**src/design/assert_macros.svh**
```systemverilog
// ----------------------------------------------------------------------------
// assert_macros.svh
// Shared concurrent assertion macros, clocked on the rising edge and
// disabled while the active-low reset is asserted.
// ----------------------------------------------------------------------------
`ifndef ASSERT_MACROS_SVH
`define ASSERT_MACROS_SVH

// Property that must hold at every sampled edge.
`define HST_ASSERT(lbl, clk, rst_n, prop) \
  lbl: assert property (@(posedge clk) disable iff (!rst_n) (prop)) \
    else $error("assertion failed");

// Same-cycle implication.
`define HST_ASSERT_IMPL(lbl, clk, rst_n, ante, cons) \
  lbl: assert property (@(posedge clk) disable iff (!rst_n) (ante) |-> (cons)) \
    else $error("assertion failed");

// Next-cycle implication.
`define HST_ASSERT_NEXT(lbl, clk, rst_n, ante, cons) \
  lbl: assert property (@(posedge clk) disable iff (!rst_n) (ante) |=> (cons)) \
    else $error("assertion failed");

`endif

```
**src/design/hst_pkg.sv**
```systemverilog
// ----------------------------------------------------------------------------
// hst_pkg
// Types, constants and helper functions for the hashed score table.
// ----------------------------------------------------------------------------
`default_nettype none

package hst_pkg;

  // Table geometry
  localparam int INDEX_BITS = 16;
  localparam int MOVE_BITS  = 32;
  localparam int SlotCount  = 1 << INDEX_BITS;

  // Configuration port
  localparam int CfgIdxW  = 1;
  localparam int CfgDataW = 15;

  localparam logic [14:0] MATE_THR_RESET   = 15'd30000;
  localparam logic [4:0]  INDEX_BITS_RESET = 5'd16;

  typedef enum logic [CfgIdxW-1:0] {
    CFG_MATE_THR   = 1'b0,
    CFG_INDEX_BITS = 1'b1
  } hst_cfg_e;

  // Request function codes
  localparam logic [1:0] FUNC_PROBE = 2'd0;
  localparam logic [1:0] FUNC_STORE = 2'd1;
  localparam logic [1:0] FUNC_CLEAR = 2'd2;

  typedef struct packed {
    logic [1:0]         func;
    logic [63:0]        position_key;
    logic [6:0]         ply;
    logic [6:0]         search_depth;
    logic signed [15:0] score_in;
    logic [31:0]        best_move_in;
    logic [1:0]         bound_in;
  } hst_in_t;

  typedef struct packed {
    logic               hit;
    logic [6:0]         depth_out;
    logic signed [15:0] score_out;
    logic [31:0]        best_move_out;
    logic [1:0]         bound_out;
  } hst_out_t;

  // One table slot: key plus payload
  typedef struct packed {
    logic [63:0]           key;
    logic [6:0]            depth;
    logic signed [15:0]    score;
    logic [MOVE_BITS-1:0]  move;
    logic [1:0]            bound;
  } hst_entry_t;

  // Controller state
  typedef enum logic [1:0] {
    ST_INIT,
    ST_IDLE,
    ST_EVAL,
    ST_CLEAR
  } hst_state_e;

  // Controller -> datapath
  typedef struct packed {
    logic take;    // accept request, latch it and read its slot
    logic eval;    // commit: write slot on store, load result register
    logic clr_wr;  // write one empty slot of the sweep
  } hst_cmd_t;

  // Datapath -> controller
  typedef struct packed {
    logic in_is_clear;  // offered request is a table clear
    logic out_free;     // result register can take a beat this cycle
    logic clr_last;     // sweep is at the last slot
  } hst_status_t;

  // Slot index from the low key bits; width clamps to 1..INDEX_BITS.
  function automatic logic [INDEX_BITS-1:0] slot_index(logic [63:0] key,
                                                      logic [4:0]  bits_cfg);
    logic [4:0]            b;
    logic [INDEX_BITS-1:0] m;
    b = bits_cfg;
    if (b == 5'd0) b = 5'd1;
    if (int'(b) > INDEX_BITS) b = 5'(INDEX_BITS);
    for (int i = 0; i < INDEX_BITS; i++) begin
      m[i] = (i < int'(b));
    end
    return key[INDEX_BITS-1:0] & m;
  endfunction

  // Mate scores move away from zero by ply (away=1) or back toward it,
  // saturating to 16 bits signed.
  function automatic logic signed [15:0] mate_adjust(logic signed [15:0] score,
                                                     logic [6:0]         ply,
                                                     logic [14:0]        thr,
                                                     logic               away);
    logic signed [17:0] s;
    logic signed [17:0] t;
    logic signed [17:0] p;
    logic signed [17:0] r;
    logic signed [15:0] res;
    s = {{2{score[15]}}, score};
    t = signed'({3'b000, thr});
    p = signed'({11'b0, ply});
    if (s < -t) begin
      r = away ? s - p : s + p;
    end else if (s > t) begin
      r = away ? s + p : s - p;
    end else begin
      r = s;
    end
    if (r > 18'sd32767) begin
      res = 16'sh7fff;
    end else if (r < -18'sd32768) begin
      res = 16'sh8000;
    end else begin
      res = r[15:0];
    end
    return res;
  endfunction

endpackage

`default_nettype wire

```
**src/design/hst_ctrl.sv**
```systemverilog
// ----------------------------------------------------------------------------
// hst_ctrl
// Sequencer: reset sweep, request accept, evaluate/commit, table clear.
// ----------------------------------------------------------------------------
`default_nettype none

`include "assert_macros.svh"

module hst_ctrl import hst_pkg::*; (
  input  wire logic        clk_i,
  input  wire logic        rst_ni,
  input  wire logic        in_valid_i,
  output logic             in_ready_o,
  input  wire hst_status_t status_i,
  output hst_cmd_t         cmd_o
);

  hst_state_e state_q;
  hst_state_e state_d;

  always_ff @(posedge clk_i or negedge rst_ni) begin
    if (!rst_ni) begin
      state_q <= ST_INIT;
    end else begin
      state_q <= state_d;
    end
  end

  // Next state
  always_comb begin
    state_d = state_q;
    unique case (state_q)
      ST_INIT: begin
        if (status_i.clr_last) state_d = ST_IDLE;
      end
      ST_IDLE: begin
        if (in_valid_i) state_d = status_i.in_is_clear ? ST_CLEAR : ST_EVAL;
      end
      ST_EVAL: begin
        if (status_i.out_free) state_d = ST_IDLE;
      end
      ST_CLEAR: begin
        if (status_i.clr_last) state_d = ST_EVAL;
      end
      default: state_d = ST_INIT;
    endcase
  end

  // Outputs
  always_comb begin
    cmd_o      = '0;
    in_ready_o = 1'b0;
    unique case (state_q)
      ST_INIT:  cmd_o.clr_wr = 1'b1;
      ST_IDLE: begin
        in_ready_o = 1'b1;
        cmd_o.take = in_valid_i;
      end
      ST_EVAL:  cmd_o.eval = status_i.out_free;
      ST_CLEAR: cmd_o.clr_wr = 1'b1;
      default:  ;
    endcase
  end

  // A commit never meets a stalled result register
  `HST_ASSERT_IMPL(a_eval_free, clk_i, rst_ni, cmd_o.eval, status_i.out_free)
  // Commit finishes the request
  `HST_ASSERT_NEXT(a_eval_done, clk_i, rst_ni, cmd_o.eval, state_q == ST_IDLE)
  // Sweep and commit never share the write port
  `HST_ASSERT(a_wr_excl, clk_i, rst_ni, !(cmd_o.clr_wr && cmd_o.eval))
  // End of a clear sweep leads to its result beat
  `HST_ASSERT_NEXT(a_clear_res, clk_i, rst_ni,
                   (state_q == ST_CLEAR) && status_i.clr_last, state_q == ST_EVAL)

endmodule

`default_nettype wire

```
**config.mk**
```make
export PLATFORM = sky130hd
export DESIGN_NAME = hst_ctrl
export DESIGN_NICKNAME = d
export VERILOG_FILES = /design/src/design/hst_pkg.sv /design/src/design/hst_ctrl.sv
export VERILOG_INCLUDE_DIRS = /design/src /design/src/design
export SDC_FILE = /design/constraint.sdc
export NUM_CORES = 1
export LEC_CHECK = 0
export BUFFER_PORTS_ARGS = -buffer_cell sky130_fd_sc_hd__buf_2
export CAP_MARGIN = 10
export CORE_AREA = 10 10 47 49
export DETAILED_ROUTE_END_ITERATION = 10
export DIE_AREA = 0 0 57 59
export PLACE_DENSITY = 0.3
export REMOVE_ABC_BUFFERS = 1
export SYNTH_ARGS = -nofsm -noshare
export SYNTH_HDL_FRONTEND = slang
export SYNTH_SLANG_ARGS = --single-unit
```
**constraint.sdc**
```tcl
create_clock -name clk_i -period 1.6 [get_ports clk_i]
set_input_delay 0.48 -clock clk_i [delete_from_list [all_inputs] [get_ports clk_i]]
set_output_delay 0.48 -clock clk_i [all_outputs]
set_load 0.03 [all_outputs]
```
## Word level (Yosys, flattened, before mapping)

Index checks and enable logic that the tools add are counted.

| storage, ports and cells | value |
|---|---|
| input bits | 6 |
| flip-flop bits (word level) | 2 |
| logic and storage cells | 21 |
| output and inout port bits | 4 |

| operators by class | value |
|---|---|
| multiplexer cells | 10 |
| eq/ne operators | 7 |
| reduce and logical (&&, ||, !) cells | 3 |

Operators by type and width:

| cell | count |
|---|---|
| 2-bit 2-to-1 mux | 4 |
| 2-bit inequality test (second input constant) | 4 |
| 2-bit case mux with 4 select lines | 1 |
| 1-bit 2-to-1 mux | 5 |
| 2-bit equality test (second input constant) | 2 |
| 4-bit AND reduction | 1 |
| 2-bit by 1-bit equality test with 1-bit output (second input constant) | 1 |
| 2-bit zero test | 1 |
| 2-bit OR reduction | 1 |

## Logic depth before layout (Yosys ltp)

| logic depth | value |
|---|---|
| depth after elaboration | 3 |
| gate-level depth with buffers | 5 |
| depth with buffers taken out | 5 |

## Least setup slack after synthesis

No wires, ideal clock.

| timing | value |
|---|---|
| path type | reg-to-output |
| start | register state_q[1] |
| end | output port cmd_o[2] in the netlist's numbering |
| path buffers | 0 |
| cell stages (with the launch flop) | 4 |
| arrival | 1,221 ps |
| required time | 1,120 ps |
| path slack | -101 ps |
| path through | dfrtp_1 -> inv_1 -> ha_1 -> and2_1 |

RTL lines:

| what | line | text |
|---|---|---|
| from (decl) | hst_ctrl.sv:18 | `hst_state_e state_q;` |
| from (signal assigned) | hst_ctrl.sv:25 | `state_q <= state_d;` |
| to (decl) | hst_ctrl.sv:15 | `output hst_cmd_t cmd_o` |

==> flow_summary.ini <==
[timing]
worstMarginPinSlew_ns = 0.4316
fin_skew_ns = 0.0008416
clock.fmax_mhz = 605.1
setup_viol = 2
max_slew_margin_pct = 70.48
finalHoldViolations = 0
worst_slack_ns = -0.05255
rsz0062_at_grt = true
post-route-period-util_pct = 103.3
tns_ns = -0.08456
slew_violations = 0
min_period_ns = 1.653

[route]
drc = 0
routed_via_density = 3.815
wl_per_cell_microns = 10.28
vias = 206
drt-initial-drc-count = 1
drtPass1Iterations = 2
antenna_left = 0
wl_microns = 555

[die]
coreArea_sq_mm = 0.001401
die_area_sq_mm = 0.003363
die-height_microns = 59
start_util_pct = 13.30
num_rows = 14
die_x_microns = 57
ioPinCount = 10

[worst_setup_path]
r2r_start = state_q[0]
cp_cell_sequence = buf_6, ha_4, and2_4, buf_6
reg2reg_depth = 5
critPathRequiredTime_ns = 1.12
cp_common_cell = buf_6
start_kind = register
crit_slowest_cell = dfrtp_1
cp_max_fo = 3
endpoint_kind = primary output
worstPathArrival_ns = 1.17
cpPeakStageDelay_ns = 0.40
r2r_slack_ns = 0.14
crit_type = register to primary output
rr_endpoint = state_q[1]

[global_route]
grt_max_degree = 5
grt_pass1_wl_microns = 814
grt_usage_pct = 3.237
grt_overflow = 0
antenna_found_initial = 0
first_global_vias = 212

[cells_and_area]
antenna_cells = 0
top_regs = state_q: 2 flops
top_register = state_q
instances_no_fill = 54
area_growth_pct = 96.64
drive_gt1_share_pct = 65.79
fin_util_pct = 26.16
nets = 50
largest_reg_flops = 2

[logic_synthesis]
synth_top_area_share_pct = 26.85
avgSynthCellArea_sq_um = 8.878
synthTopCellsByArea = dfrtp_1 27%, ha_1 27%, inv_1 10%
yosysTopAreaCell = dfrtp_1
netlist_instances = 21
ys_seq_elements = 2
yosys_warnings = 0
netlist_area_sq_um = 186.4
ys_seq_area_share_pct = 26.85
synth_cell_type_count = 11

[cts]
numCtsBuffers = 3
clk_pin_slew_worst_paths_ns = 0.03
holdBufCountCts = 0
clock_latency_ns = 0.22
cts-htree-levels = 1
root_buffer = clkbuf_4
clock_sinks = 2
cts_tree = yes
clockBufferDepth = 2

[power_and_ir_drop]
p_leak_uw = 0.0001858
powerDensity_mw_per_mm2 = 2351
p_total_uw = 861.7
max-vdd-ir-drop_mv = 0.6454

[status]
status = finished with violations
violations = setup timing

[min_path]
hp-class = input port to async pin

[placed_design]
placed_cells_incl_taps = 47
place_congestion = 0.6947
port_buffers = 9
place_ws_ns = 0.09019

[flow_run]
cap_violations = 0
## repair_timing
action,4_1_cts,5_1_grt
setup buffers,2,2
resized for setup,9,7
cloned,0,0
endpoints found under the setup margin,4,4
pin swaps,0,1
## logic make-up (layout without fill, tap and decap cells)
family | after synthesis | count (layout) | synth area share (%)
muxes | 1 | 1 | 5.369
buffers and inverters | 5 | 22 | 10.07
DFF | 2 | 2 | 26.85
and+or+nand+nor | 5 | 5 | 15.44
AOI/OAI and AO/OA | 4 | 4 | 15.44
adders and majority gates | 4 | 4 | 26.85
## critical path: cells and delay by family, from the launching register on
family / cells / cell delay, ns
adder cells (fa/ha/maj): 1 / 0.15
buffers and inverters: 2 / 0.26
flip-flops: 1 / 0.40
AND/OR/NAND/NOR: 1 / 0.13
## cells in the mapped netlist
| master | n |
|---|---|
| ha_1 | 4 |
| dfrtp_1 | 2 |
| nor2b_1 | 1 |
| inv_1 | 5 |
| mux2i_1 | 1 |
| nor2_1 | 1 |
| a21oi_1 | 2 |
| or2_0 | 1 |
| a221o_1 | 1 |
| and2_1 | 2 |
| a2111oi_0 | 1 |
## layout by cell type, fill, tap and decap left out
cell type / instances
ha_1: 1
buf_2: 6
a221o_1: 1
inv_1: 2
mux2i_1: 1
ha_4: 2
inv_2: 3
ha_2: 1
buf_6: 4
buf_4: 4
a21oi_1: 2
or2_0: 1
and2_4: 2
nor2b_1: 1
nor2_1: 1
dfrtp_1: 2
a2111oi_0: 1
clkbuf_4: 3
## power by group
group | switching, uW | internal (uW) | total [uW] | leakage (uW)
registers | 27.4 | 79.7 | 107 | 0.0000230
logic | 321 | 323 | 644 | 0.000149
clock network | 28.1 | 82.7 | 111 | 0.0000138
## through the flow
| step | cell area [sq um] | hold WS (ns) |
|---|---|---|
| floorplan | 186.4 | 0.1844 |
| detailed placement | 259.0 | 0.2688 |
| finish | 366.6 | 0.03585 |
| global placement | 259.0 | 0.2661 |
| global route | 366.6 | 0.01960 |
| CTS | 317.8 | 0.02877 |
## layer usage
metal	part of all wire [%]	vias up	track usage, %
met3	7.0	0	1.717
met2	54	6	4.651
met1	38	97	2.959
met4	0	0	4.027
li1	-	103	-
met5	0	-	0
## area by class of cell
cell class / instances / area (sq um)
Tap cell: 16 / 20.02
Timing Repair Buffer: 14 / 105.1
Fill cell: 164 / 1035
Inverter: 5 / 18.77
Clock buffer: 3 / 22.52
Sequential cell: 2 / 50.05
Multi-Input combinational cell: 14 / 150.1
## how the worst max path moves through the flow
stage | start | end | cells after the start
floorplan | state_q[1] | cmd_o[2] | 3
global placement | state_q[0] | state_q[1] | 5
detailed placement | state_q[0] | state_q[0] | 5
CTS | state_q[1] | cmd_o[2] | 4
global route | state_q[0] | cmd_o[2] | 4
finish | state_q[0] | cmd_o[2] | 4
Note: power is estimated with default switching activity, not from simulation.
